### config.mk
export PLATFORM = sky130hd
export DESIGN_NAME = battery_pack_monitor_top
export DESIGN_NICKNAME = d
export VERILOG_FILES = /design/src/bpm_pkg.sv /design/src/bpm_ctrl.sv /design/src/bpm_datapath.sv /design/src/battery_pack_monitor_top.sv
export SDC_FILE = /design/constraint.sdc
export NUM_CORES = 2
export LEC_CHECK = 0
export ABC_AREA = 1
export BUFFER_PORTS_ARGS = -buffer_cell sky130_fd_sc_hd__buf_2
export CAP_MARGIN = 5
export CORE_ASPECT_RATIO = 0.7
export CORE_UTILIZATION = 50
export DETAILED_ROUTE_END_ITERATION = 8
export PLACE_DENSITY = 0.66
export SLEW_MARGIN = 25
export SYNTH_ARGS = -nofsm -noshare
export SYNTH_HDL_FRONTEND = slang
export SYNTH_SLANG_ARGS = --single-unit
### constraint.sdc
create_clock -name aclk -period 14 [get_ports aclk]
set_input_delay 2.8 -clock aclk [delete_from_list [all_inputs] [get_ports aclk]]
set_output_delay 2.8 -clock aclk [all_outputs]
set_load 0.005 [all_outputs]
### src/bpm_pkg.sv
package bpm_pkg;

    localparam int ADC_W   = 16;
    localparam int MV_W    = 16;
    localparam int SUM_W   = 19;
    localparam int CNT_W   = 4;
    localparam int PCT_W   = 7;
    localparam int DIR_W   = 2;
    localparam int STAT_W  = 8;
    localparam int TIME_W  = 32;
    localparam int CFG_IDX_W = 3;
    localparam int CFG_W   = 32;

    localparam logic [CFG_IDX_W-1:0] REG_CELL_MIN  = 3'd0;
    localparam logic [CFG_IDX_W-1:0] REG_CELL_MAX  = 3'd1;
    localparam logic [CFG_IDX_W-1:0] REG_CELLS     = 3'd2;
    localparam logic [CFG_IDX_W-1:0] REG_REF       = 3'd3;
    localparam logic [CFG_IDX_W-1:0] REG_FULL      = 3'd4;
    localparam logic [CFG_IDX_W-1:0] REG_GAIN      = 3'd5;
    localparam logic [CFG_IDX_W-1:0] REG_INTERVAL  = 3'd6;
    localparam logic [CFG_IDX_W-1:0] REG_IFACE     = 3'd7;

    localparam logic [DIR_W-1:0] DIR_UNDET     = 2'd0;
    localparam logic [DIR_W-1:0] DIR_CHARGE    = 2'd1;
    localparam logic [DIR_W-1:0] DIR_DISCHARGE = 2'd2;

    typedef struct packed {
        logic [15:0] cell_min;
        logic [15:0] cell_max;
        logic [3:0]  cells;
        logic [15:0] ref_mv;
        logic [16:0] full_scale;
        logic [19:0] gain;
        logic [31:0] interval;
        logic        iface;
    } cfg_t;

    typedef struct packed {
        logic load;       // capture input beat
        logic mul1;       // raw * ref
        logic mul2;       // * gain
        logic div_start;  // begin divide
        logic div_step;   // one quotient bit
        logic accum;      // add scaled reading to sum
        logic fin_check;  // evaluate interface / count
        logic ring_wr;    // write sum into ring, limits
        logic ring_add;   // accumulate one ring entry
        logic ring_avg;   // finish average
        logic pct_start;
        logic pct_step;
        logic finish;     // register output beat
    } cmd_t;

    typedef struct packed {
        logic last;
        logic fail;
    } sts_t;

endpackage

### src/bpm_ctrl.sv
module bpm_ctrl #(
    parameter int AVERAGE_DEPTH = 8
) (
    input  logic          aclk,
    input  logic          aresetn,
    input  logic          in_fire,
    input  logic          out_free,
    input  bpm_pkg::sts_t sts,
    output logic          busy,
    output bpm_pkg::cmd_t cmd
);
    localparam int RW = (AVERAGE_DEPTH > 1) ? $clog2(AVERAGE_DEPTH + 1) : 1;

    typedef enum logic [3:0] {
        S_IDLE, S_MUL1, S_MUL2, S_DSTART, S_DIV, S_ACC, S_CHECK,
        S_RWR, S_RADD, S_RAVG, S_PSTART, S_PCT, S_WAIT
    } state_t;

    state_t state_reg;
    logic [5:0] cnt_reg;
    logic [RW-1:0] ring_cnt_reg;

    assign busy = (state_reg != S_IDLE);

    always_comb begin
        cmd = '0;
        cmd.load      = in_fire;
        cmd.mul1      = (state_reg == S_MUL1);
        cmd.mul2      = (state_reg == S_MUL2);
        cmd.div_start = (state_reg == S_DSTART);
        cmd.div_step  = (state_reg == S_DIV);
        cmd.accum     = (state_reg == S_ACC);
        cmd.fin_check = (state_reg == S_CHECK);
        cmd.ring_wr   = (state_reg == S_RWR);
        cmd.ring_add  = (state_reg == S_RADD);
        cmd.ring_avg  = (state_reg == S_RAVG);
        cmd.pct_start = (state_reg == S_PSTART);
        cmd.pct_step  = (state_reg == S_PCT);
        cmd.finish    = (state_reg == S_WAIT) && out_free;
    end

    always_ff @(posedge aclk) begin
        if (!aresetn) begin
            state_reg    <= S_IDLE;
            cnt_reg      <= '0;
            ring_cnt_reg <= '0;
        end else begin
            unique case (state_reg)
                S_IDLE:   if (in_fire) state_reg <= S_MUL1;
                S_MUL1:   state_reg <= S_MUL2;
                S_MUL2:   state_reg <= S_DSTART;
                S_DSTART: begin
                    state_reg <= S_DIV;
                    cnt_reg   <= 6'd0;
                end
                S_DIV: begin
                    cnt_reg <= cnt_reg + 6'd1;
                    if (cnt_reg == 6'd16) state_reg <= S_ACC;
                end
                S_ACC:    state_reg <= sts.last ? S_CHECK : S_IDLE;
                S_CHECK:  state_reg <= sts.fail ? S_WAIT : S_RWR;
                S_RWR: begin
                    state_reg    <= S_RADD;
                    ring_cnt_reg <= '0;
                end
                S_RADD: begin
                    ring_cnt_reg <= ring_cnt_reg + 1'b1;
                    if (ring_cnt_reg == RW'(AVERAGE_DEPTH - 1)) state_reg <= S_RAVG;
                end
                S_RAVG:   state_reg <= S_PSTART;
                S_PSTART: begin
                    state_reg <= S_PCT;
                    cnt_reg   <= 6'd0;
                end
                S_PCT: begin
                    cnt_reg <= cnt_reg + 6'd1;
                    if (cnt_reg == 6'd25) state_reg <= S_WAIT;
                end
                S_WAIT:   if (out_free) state_reg <= S_IDLE;
                default:  state_reg <= S_IDLE;
            endcase
        end
    end
endmodule

### src/bpm_datapath.sv
module bpm_datapath #(
    parameter int MAX_CELLS     = 8,
    parameter int AVERAGE_DEPTH = 8
) (
    input  logic          aclk,
    input  logic          aresetn,
    input  bpm_pkg::cfg_t cfg,
    input  bpm_pkg::cmd_t cmd,
    input  logic [15:0]   in_adc,
    input  logic          in_last,
    input  logic [15:0]   in_elapsed,
    output bpm_pkg::sts_t sts,
    output logic [41:0]   res_data
);
    localparam int PW = (AVERAGE_DEPTH > 1) ? $clog2(AVERAGE_DEPTH) : 1;
    localparam int TW = bpm_pkg::SUM_W + PW + 1;

    logic [15:0] adc_reg;
    logic        last_reg;
    logic [15:0] elapsed_reg;
    logic [31:0] prod1_reg;
    logic [51:0] prod2_reg;
    logic [18:0] rem_reg;
    logic        ovf_reg;
    logic [16:0] quo_reg;
    logic [18:0] sum_reg;
    logic [18:0] sum_reg_hold;
    logic [3:0]  count_reg;
    logic [18:0] ring_reg [AVERAGE_DEPTH];
    logic [PW-1:0] pos_reg;
    logic [PW-1:0] rd_reg;
    logic [TW-1:0] total_reg;
    logic [18:0] avg_reg;
    logic [18:0] prev_reg;
    logic [31:0] time_reg;
    logic [1:0]  dir_reg;
    logic        f_iface_reg, f_calc_reg, f_under_reg, f_over_reg;
    logic        fail_reg;
    logic [19:0] pmin_reg, pmax_reg;
    logic [25:0] pnum_reg;
    logic [19:0] prem_reg;
    logic [19:0] pden_reg;
    logic [6:0]  pquo_reg;
    logic [6:0]  pct_reg;
    logic        pzero_reg;

    logic [16:0] levels;
    logic [20:0] trial;
    logic [15:0] scaled;
    logic [19:0] sum_add;
    logic        count_ok;
    logic [21:0] ptrial;
    logic [32:0] tsum;
    logic [31:0] tsat;
    logic [7:0]  status;

    assign levels  = (cfg.full_scale == 17'd0) ? 17'd1 : cfg.full_scale;
    assign trial   = {1'b0, rem_reg, prod2_reg[32]} - {4'd0, levels};
    assign scaled  = (ovf_reg || quo_reg[16]) ? 16'hFFFF : quo_reg[15:0];
    assign sum_add = {1'b0, sum_reg} + {4'd0, scaled};
    assign count_ok = ((count_reg == cfg.cells) && ({1'b0, cfg.cells} <= 5'(MAX_CELLS)))
                   || ((cfg.cells > 4'd1) && (count_reg == 4'd1));
    assign ptrial  = {1'b0, prem_reg, pnum_reg[25]} - {2'd0, pden_reg};
    assign tsum    = {1'b0, time_reg} + {17'd0, elapsed_reg};
    assign tsat    = tsum[32] ? 32'hFFFFFFFF : tsum[31:0];
    assign sts.last = last_reg;
    assign sts.fail = !cfg.iface || !count_ok;

    always_comb begin
        status = '0;
        status[0] = (dir_reg == bpm_pkg::DIR_UNDET);
        status[1] = (dir_reg == bpm_pkg::DIR_CHARGE);
        status[2] = f_iface_reg;
        status[3] = f_calc_reg;
        status[6] = f_under_reg;
        status[7] = f_over_reg;
    end

    assign res_data = {status, dir_reg, fail_reg ? 7'd0 : pct_reg, avg_reg,
                       1'b0, 4'd0, ~fail_reg};

    always_ff @(posedge aclk) begin
        if (cmd.load) begin
            adc_reg     <= in_adc;
            last_reg    <= in_last;
            elapsed_reg <= in_elapsed;
        end
        if (cmd.mul1) prod1_reg <= adc_reg * cfg.ref_mv;
        if (cmd.mul2) prod2_reg <= prod1_reg * cfg.gain;
        if (cmd.div_start) begin
            // divide the product by 2^16 first; upper 19 bits seed the remainder
            rem_reg <= prod2_reg[51:33];
            ovf_reg <= (prod2_reg[51:33] >= {2'd0, levels});
            quo_reg <= '0;
        end
        if (cmd.div_step) begin
            if (!trial[20]) begin
                rem_reg <= trial[18:0];
            end else begin
                rem_reg <= {rem_reg[17:0], prod2_reg[32]};
            end
            quo_reg   <= {quo_reg[15:0], ~trial[20]};
            prod2_reg <= {prod2_reg[50:0], 1'b0};
        end
        if (cmd.ring_add) begin
            total_reg <= total_reg + TW'(ring_reg[rd_reg]);
            rd_reg    <= rd_reg + 1'b1;
        end
        if (cmd.ring_wr) begin
            total_reg <= '0;
            rd_reg    <= '0;
            pmin_reg  <= {4'd0, cfg.cell_min} * {16'd0, cfg.cells};
            pmax_reg  <= {4'd0, cfg.cell_max} * {16'd0, cfg.cells};
        end
        if (cmd.pct_start) begin
            pnum_reg  <= 26'({1'b0, avg_reg} - pmin_reg) * 26'd100;
            prem_reg  <= '0;
            pden_reg  <= pmax_reg - pmin_reg;
            pquo_reg  <= '0;
            pzero_reg <= (pmax_reg == pmin_reg);
        end
        if (cmd.pct_step) begin
            if (!ptrial[21]) begin
                prem_reg <= ptrial[19:0];
            end else begin
                prem_reg <= {prem_reg[18:0], pnum_reg[25]};
            end
            pnum_reg <= {pnum_reg[24:0], 1'b0};
            pquo_reg <= {pquo_reg[5:0], ~ptrial[21]};
            if ({1'b0, avg_reg} < pmin_reg) pct_reg <= '0;
            else if ({1'b0, avg_reg} > pmax_reg) pct_reg <= 7'd100;
            else if (pzero_reg) pct_reg <= '0;
            else pct_reg <= {pquo_reg[5:0], ~ptrial[21]};
        end
    end

    always_ff @(posedge aclk) begin
        if (!aresetn) begin
            sum_reg     <= '0;
            count_reg   <= '0;
            pos_reg     <= '0;
            avg_reg     <= '0;
            prev_reg    <= '0;
            time_reg    <= '0;
            dir_reg     <= bpm_pkg::DIR_UNDET;
            f_iface_reg <= 1'b0;
            f_calc_reg  <= 1'b0;
            f_under_reg <= 1'b0;
            f_over_reg  <= 1'b0;
            fail_reg    <= 1'b0;
            for (int i = 0; i < AVERAGE_DEPTH; i++) ring_reg[i] <= '0;
        end else begin
            if (cmd.accum) begin
                sum_reg <= sum_add[19] ? 19'h7FFFF : sum_add[18:0];
                if (count_reg != 4'hF) count_reg <= count_reg + 4'd1;
            end
            if (cmd.fin_check) begin
                sum_reg   <= '0;
                count_reg <= '0;
                if (!cfg.iface) begin
                    f_iface_reg <= 1'b1;
                    fail_reg    <= 1'b1;
                end else if (!count_ok) begin
                    f_calc_reg <= 1'b1;
                    avg_reg    <= '0;
                    fail_reg   <= 1'b1;
                end else begin
                    fail_reg <= 1'b0;
                end
            end
            if (cmd.ring_wr) begin
                ring_reg[pos_reg] <= sum_reg_hold;
                pos_reg <= (pos_reg == PW'(AVERAGE_DEPTH - 1)) ? '0 : pos_reg + 1'b1;
            end
            if (cmd.ring_avg) avg_reg <= 19'(total_reg / AVERAGE_DEPTH);
            if (cmd.pct_start && !fail_reg) begin
                if (tsat > cfg.interval) begin
                    dir_reg  <= (avg_reg > prev_reg) ? bpm_pkg::DIR_CHARGE
                                                     : bpm_pkg::DIR_DISCHARGE;
                    prev_reg <= avg_reg;
                    time_reg <= '0;
                end else begin
                    time_reg <= tsat;
                end
                f_iface_reg <= 1'b0;
                f_calc_reg  <= 1'b0;
                f_over_reg  <= {1'b0, avg_reg} > pmax_reg;
                f_under_reg <= {1'b0, avg_reg} < pmin_reg;
            end
        end
    end

    always_ff @(posedge aclk) begin
        if (cmd.fin_check) sum_reg_hold <= sum_reg;
    end
endmodule

### src/battery_pack_monitor_top.sv
// Battery pack monitor. Each s_ beat is one raw ADC reading; a reading is
// scaled by a multiply (reference, then gain) and a restoring divide, and
// s_tready stays low until the scaling, and for a tlast beat the whole
// update, is done. The beat with tlast closes the update and yields one m_
// beat after a count check, a ring write, the ring sum and average and a
// 26-step percent divide; updates that fail the interface or count check
// skip the ring and percent steps. A result held by m_tready low keeps the
// next update from finishing. One beat is in work at a time.
module battery_pack_monitor_top #(
    parameter int MAX_CELLS     = 8,
    parameter int AVERAGE_DEPTH = 8
) (
    input  logic        aclk,
    input  logic        aresetn,
    input  logic        s_tvalid,
    output logic        s_tready,
    input  logic [31:0] s_tdata,   // adc_value[15:0], elapsed_ms[31:16]
    input  logic        s_tlast,
    output logic        m_tvalid,
    input  logic        m_tready,
    output logic [39:0] m_tdata,   // update_ok, pack_mv, charge_percent, charge_state, status_bits
    input  logic        cfg_we,
    input  logic [2:0]  cfg_index,
    input  logic [31:0] cfg_data
);
    bpm_pkg::cfg_t cfg_reg;
    bpm_pkg::cmd_t cmd;
    bpm_pkg::sts_t sts;
    logic          busy;
    logic          in_fire;
    logic          out_free;
    logic [41:0]   res;
    logic [36:0]   out_reg;
    logic          mvalid_reg;

    assign s_tready = !busy;
    assign in_fire  = s_tvalid && s_tready;
    assign out_free = !mvalid_reg || m_tready;
    assign m_tvalid = mvalid_reg;
    assign m_tdata  = {3'd0, out_reg};

    always_ff @(posedge aclk) begin
        if (!aresetn) begin
            cfg_reg.cell_min   <= 16'd3000;
            cfg_reg.cell_max   <= 16'd4200;
            cfg_reg.cells      <= 4'd1;
            cfg_reg.ref_mv     <= 16'd3300;
            cfg_reg.full_scale <= 17'd4096;
            cfg_reg.gain       <= 20'd65536;
            cfg_reg.interval   <= 32'd1000;
            cfg_reg.iface      <= 1'b1;
        end else if (cfg_we) begin
            unique case (cfg_index)
                bpm_pkg::REG_CELL_MIN: cfg_reg.cell_min   <= cfg_data[15:0];
                bpm_pkg::REG_CELL_MAX: cfg_reg.cell_max   <= cfg_data[15:0];
                bpm_pkg::REG_CELLS:    cfg_reg.cells      <= cfg_data[3:0];
                bpm_pkg::REG_REF:      cfg_reg.ref_mv     <= cfg_data[15:0];
                bpm_pkg::REG_FULL:     cfg_reg.full_scale <= cfg_data[16:0];
                bpm_pkg::REG_GAIN:     cfg_reg.gain       <= cfg_data[19:0];
                bpm_pkg::REG_INTERVAL: cfg_reg.interval   <= cfg_data;
                bpm_pkg::REG_IFACE:    cfg_reg.iface      <= cfg_data[0];
                default: ;
            endcase
        end
    end

    always_ff @(posedge aclk) begin
        if (!aresetn) begin
            mvalid_reg <= 1'b0;
        end else begin
            if (m_tready) mvalid_reg <= 1'b0;
            if (cmd.finish) mvalid_reg <= 1'b1;
        end
    end

    always_ff @(posedge aclk) begin
        if (cmd.finish) out_reg <= {res[41:34], res[33:32], res[31:25], res[24:6], res[0]};
    end

    bpm_ctrl #(.AVERAGE_DEPTH(AVERAGE_DEPTH)) u_ctrl (
        .aclk, .aresetn, .in_fire, .out_free, .sts, .busy, .cmd
    );

    bpm_datapath #(.MAX_CELLS(MAX_CELLS), .AVERAGE_DEPTH(AVERAGE_DEPTH)) u_dp (
        .aclk, .aresetn, .cfg(cfg_reg), .cmd,
        .in_adc(s_tdata[15:0]), .in_last(s_tlast), .in_elapsed(s_tdata[31:16]),
        .sts, .res_data(res)
    );
endmodule

Word level (Yosys, flattened, before mapping)
Memories as Yosys holds them, arrays and structs flattened. A register that Yosys moved wholly into a read port is not among the register bits.
Cells that the tools add are included.
{"block": "op_classes", "add_sub_neg": 12, "multipliers": 5, "n_lt_le_gt_ge": 7, "n_eq_ne": 34, "n_mux": 50, "bitwise": 6, "reduce_logical": 47}
{"operator": "$mux W19", "n": 9}
{"operator": "$mux W52", "n": 2}
{"operator": "$mux W32", "n": 2}
{"operator": "$mux W20", "n": 3}
{"operator": "$mul A32 B20 Y52", "n": 1}
{"operator": "$mux W26", "n": 2}
{"operator": "$pmux W4 S13", "n": 1}
{"operator": "$mux W17", "n": 3}
{"operator": "$mul A16 B4 Y20", "n": 2}
{"operator": "$add A32 B16 Y33", "n": 1}
{"operator": "$gt A32 B32 Y1", "n": 1}
{"operator": "$mul A16 B16 Y32", "n": 1}
{"operator": "$mul A26 B5 Y24 const B", "n": 1}
{"operator": "$mux W4", "n": 6}
{"operator": "$add A23 B19 Y23", "n": 1}
{"operator": "$reduce_and A2 Y1", "n": 11}
{"operator": "$sub A21 B20 Y22", "n": 1}
{"operator": "$sub A19 B20 Y21", "n": 1}
{"operator": "$sub A20 B17 Y21", "n": 1}
{"operator": "$add A19 B16 Y20", "n": 1}
{"operator": "$eq A20 B20 Y1", "n": 1}
{"operator": "$eq A4 B3 Y1 const B", "n": 5}
{"operator": "$eq A4 B4 Y1 const B", "n": 5}
{"operator": "$gt A19 B20 Y1", "n": 1}
{"operator": "43 further kinds", "n": 98}
{"block": "totals", "regBits": 592, "ram_bits": 152, "input_bits": 73, "output_inout_bits": 42, "word_cells": 210, "memories": 1}
{"memory": "u_dp.ring_reg", "depth": 8, "word_bits": 19, "rd": 1, "rd_ports_with_merged_regs": 1, "wr": 8, "line_no": "bpm_datapath.sv:29", "rtl": "logic [18:0] ring_reg [AVERAGE_DEPTH];"}

Depth between registers and ports, before layout
{"block": "depth", "word_depth": 7, "depth_mapped": 29, "depth_no_buf": 28}

Hierarchy
A second synthesis with hierarchy kept.
{"block": "unflattened", "hier_cells": 9821, "area_unflattened_um2": 75985.4}
{"mod": "bpm_datapath", "instances": 1, "cells_per_inst": 8937, "area_each_um2": 69087.5, "seq_area_each_um2": 15915.3}
{"mod": "battery_pack_monitor_top", "instances": 1, "cells_per_inst": 734, "area_each_um2": 5983.2, "seq_area_each_um2": 3573.4}
{"mod": "bpm_ctrl", "instances": 1, "cells_per_inst": 150, "area_each_um2": 914.6, "seq_area_each_um2": 280.3}

Worst setup path before layout
Ideal clock, no wire load.
{"block": "synth_path", "kind": "register to register", "start": "reg cfg_reg[36] (netlist name)", "end": "reg u_dp.prod2_reg[29], data pin", "setup_ps": 258, "arrival_time_ps": 5851, "t_required_ps": 13742, "slack_ps": 7891, "path_stages_with_launch": 30, "n_path_buf": 2, "synth_period_minus_slack_ps": 6109, "path_cell_list": "dfxtp_1 > clkbuf_1 > clkbuf_1 > nand2_1 > inv_1 > fa_1 > fa_1 > inv_1 > fa_1 > inv_1 > fa_1 > inv_1 > fa_1 > inv_1 > fa_1 > inv_1 > fa_1 > inv_1 > ha_1 > nand2_1 > nor2_1 > inv_1 > nor3_1 > nand2_1 > nand2_1 > nand3_1 > nand2_1 > a21oi_1 > o21ai_0 > nand2_1"}
{"block": "synth_between", "elab_chain_len": 3}
{"element": "start, declared", "line_no": "battery_pack_monitor_top.sv:26", "rtl": "bpm_pkg::cfg_t cfg_reg;"}
{"element": "$mul A32 B20 Y52", "line_no": "bpm_datapath.sv:89", "rtl": "if (cmd.mul2) prod2_reg <= prod1_reg * cfg.gain;"}
{"element": "$mux W52", "line_no": "bpm_datapath.sv:89"}
{"element": "$mux W52", "line_no": "bpm_datapath.sv:96", "rtl": "if (cmd.div_step) begin"}
{"element": "end signal, assigned", "line_no": "bpm_datapath.sv:89"}
{"element": "end signal, assigned", "line_no": "bpm_datapath.sv:103", "rtl": "prod2_reg <= {prod2_reg[50:0], 1'b0};"}
{"element": "end, declared", "line_no": "bpm_datapath.sv:22", "rtl": "logic [51:0] prod2_reg;"}
Every way passes these cells. The select of a mux whose other input is x is not followed.
A chain may end at the register's enable or synchronous reset.

Worst setup path after layout
{"block": "layout_path", "start": "reg u_dp.prod1_reg[11]", "end": "reg u_dp.prod2_reg[32], data pin"}
{"block": "layout_between", "elab_chain_len": 3}
{"element": "start, declared", "line_no": "bpm_datapath.sv:21", "rtl": "logic [31:0] prod1_reg;"}
{"element": "start signal, assigned", "line_no": "bpm_datapath.sv:88", "rtl": "if (cmd.mul1) prod1_reg <= adc_reg * cfg.ref_mv;"}
{"element": "$mul A32 B20 Y52", "line_no": "bpm_datapath.sv:89"}
{"element": "$mux W52", "line_no": "bpm_datapath.sv:89"}
{"element": "$mux W52", "line_no": "bpm_datapath.sv:96"}
Every way passes these cells. The select of a mux whose other input is x is not followed.

==> results.sh <==
export IMPL_path_common_cell="fa_1"
export IMPL_vias=62400
export IMPL_htree_levels=3
export IMPL_cellPowerDensity_mw_per_mm2=153
export IMPL_finalSetupViolations=0
export IMPL_yosysUniqueCellTypes=62
export IMPL_gp_congestion=1.01
export IMPL_finalHoldViolCount=0
export IMPL_path_class="reg -> reg"
export IMPL_worstHoldStart="u_dp.f_iface_reg"
export IMPL_tritoncts="built"
export IMPL_largest_reg_flops=152
export IMPL_post_cts_resize_count=0
export IMPL_first_global_vias=60500
export IMPL_power_total_uw=12200
export IMPL_crit_cells=23
export IMPL_drcViolationCount=0
export IMPL_startpoint_type="register"
export IMPL_cts_buffers=79
export IMPL_cp_max_fo=20
export IMPL_grt_use_total_pct=28.8
export IMPL_ys_seq_elements=746
export IMPL_arrival_ns=8.05
export IMPL_leakage_uw=0.0416
export IMPL_relSlewSlack_pct=24.3
export IMPL_synthCells=9624
export IMPL_fin_crit_sh_pct=54.7
export IMPL_grt_pass1_wl_mm=344
export IMPL_routedWlPerCell_um=18.8
export IMPL_ioPinCount=115
export IMPL_start_util_pct=50.7
export IMPL_layout_common_cells="nand2_1, inv_1, nor2_1"
export IMPL_netlist_area_mm2=0.0754
export IMPL_cts_root_buf="clkbuf_16"
export IMPL_area_delta_synth_final_pct=6.35
export IMPL_clk_pin_slew_ns=0.06
export IMPL_whs_path_depth=0
export IMPL_drv_slew=0
export IMPL_async_flop_share_pct=0
export IMPL_dp_slack_ns=6.46
export IMPL_tightest_slew_ns=1.14
export IMPL_cts_setup_buffers=0
export IMPL_die_h_um=327
export IMPL_ys_seq_area_share_pct=26.1
export IMPL_fin_area_mm2=0.0802
export IMPL_crit_chain="nand2_1, inv_1, fa_1, fa_1, inv_1, fa_1, inv_1, fa_1, fa_1, fa_1, inv_1, fa_1, inv_1, ha_1, a21oi_1, o21ai_0, inv_1, nand3_1, nand3_1, nand2_1, nand2_1, nand2_1, o21ai_0"
export IMPL_r2r_start="u_dp.prod1_reg[11]"
export IMPL_crit_family="adder cells"
export IMPL_grt_max_degree=92
export IMPL_fp_dieW_um=466
export IMPL_cts_buffer_depth=3
export IMPL_ff2ff_path_depth=23
export IMPL_status="finished, final reports clean"
export IMPL_timing_setup_tns_ns=0
export IMPL_viasPerCell=5.41
export IMPL_place_area_mm2=0.0774
export IMPL_fmax_ghz=0.131
export IMPL_grt_overflow_total=0
export IMPL_mostFrequentLayoutCell="nand2_1"
export IMPL_critical_path_slowest_cell="edfxtp_1"
export IMPL_synth_main_ff_cell="edfxtp_1"
export IMPL_setup_ws_ns=6.35
export IMPL_synth_edf_count=477
export IMPL_cts_sinks=746
export IMPL_hold_buffers=0
export IMPL_clock_latency_ns=0.74
export IMPL_critPathMaxStageDelay_ns=1.00
export IMPL_finClkSkew_ns=0.0853
export IMPL_antenna_found_initial=10
export IMPL_firstDrtPassIters=6
export IMPL_nets=11000
export IMPL_drv_cap=0
export IMPL_ys_warnings_count=0
export IMPL_vdd_ir_drop_max_uv=391
export IMPL_synth_avg_cell_area_um2=7.83
export IMPL_rsz0062_at_grt="no"
export IMPL_r2r_end="u_dp.prod2_reg[32]"
export IMPL_dpl_cell_count=11400
export IMPL_min_to="out_reg[31]"
export IMPL_fp_row_count=118
export IMPL_totalWireLength_mm=217
export IMPL_dieArea_mm2=0.152
export IMPL_fillers=13900
export IMPL_final_layout_size_suffix_gt1_share_pct=4.11
export IMPL_critPathRequiredTime_ns=14.40
export IMPL_io_buffer_count=109
export IMPL_path_buf_inv=6
export IMPL_fin_crit_ns=7.65
export IMPL_worst_r2r_setup_slack_ns=6.35
export IMPL_core_area_mm2=0.149
export IMPL_drt_iter0_drc=6044
export IMPL_cp_end_kind="register"
export IMPL_detail_route_antenna_nets=0
export IMPL_min_path_type="reg -> reg"
export IMPL_hpwl_mm=169
export IMPL_stdcell_count=11500
==> layout make-up <==
class / count / area (um2) / area share (%)
inverters: 2042 / 7660 / 9.56
flip-flops and latches: 746 / 19700 / 24.6
well taps: 1980 / 2480 / 3.09
clock inverters: 49 / 653 / 0.815
multi-input cells: 6460 / 46500 / 58.0
clock buffers: 99 / 2130 / 2.66
diodes: 3 / 7.51 / 0.00937
repair buffers: 168 / 1020 / 1.27
==> stage by stage <==
| step | hold WS (ns) | utilization (%) |
|---|---|---|
| 2_1_floorplan | 0.408 | - |
| 3_3_place_gp | 0.422 | 52.0 |
| 3_5_place_dp | 0.428 | 52.0 |
| 4_1_cts | 0.439 | 53.9 |
| 5_1_grt | 0.437 | 53.9 |
| 6_report | 0.434 | 53.9 |
==> Yosys cell counts (all sizes together) (27+ instances only) <==
| cell | count | area share, % |
|---|---|---|
| xor2 | 94 | 1.1 |
| nand4 | 81 | 0.67 |
| clkbuf | 304 | 1.5 |
| nand3 | 342 | 2.4 |
| a21o | 27 | 0.27 |
| xnor2 | 75 | 0.87 |
| buf | 76 | 0.59 |
| nor2 | 886 | 4.5 |
| a31oi | 39 | 0.32 |
| o211ai | 27 | 0.27 |
| nor3 | 55 | 0.39 |
| inv | 2041 | 10 |
| dfxtp | 269 | 7.1 |
| edfxtp | 477 | 19 |
| ha | 595 | 9.9 |
| nand2 | 2339 | 12 |
| o21ai | 481 | 3.2 |
| fa | 811 | 22 |
| a21oi | 455 | 3.1 |
==> cell families after synthesis <==
| group | Yosys count | share of synthesized area, % |
|---|---|---|
| other | 1 | 0.00498 |
| buffers and inverters | 2422 | 12.3 |
| AND/OR/NAND/NOR | 3753 | 20.1 |
| XOR/XNOR | 169 | 1.96 |
| flip-flops | 746 | 26.1 |
| AO/OA/AOI/OAI | 1127 | 8.10 |
| adder cells (fa/ha/maj) | 1406 | 31.4 |
==> report_power, final <==
group / switching, uW / total, uW / internal [uW] / leakage, uW
logic: 4620 / 6980 / 2360 / 0.0335
clock network: 1030 / 2280 / 1260 / 0.00133
registers: 333 / 2980 / 2650 / 0.00673
==> layer usage <==
metal	vias to the layer above	part of all wire [%]	track usage [%]
met5	-	0.0060	0
met4	2	2.0	6.41
met3	276	8.7	4.87
met2	2489	42	42.5
met1	30300	47	43.9
li1	29400	-	-
==> how the worst max path moves through the flow <==
stage	start	endpoint
3_3_place_gp	u_dp.prod1_reg[11]	u_dp.prod2_reg[32]
5_1_grt	u_dp.prod1_reg[11]	u_dp.prod2_reg[32]
6_report	u_dp.prod1_reg[11]	u_dp.prod2_reg[32]
2_1_floorplan	cfg_reg[36]	u_dp.prod2_reg[29]
3_5_place_dp	u_dp.prod1_reg[11]	u_dp.prod2_reg[32]
4_1_cts	u_dp.prod1_reg[11]	u_dp.prod2_reg[32]
Note: power is estimated with default switching activity, not from simulation.
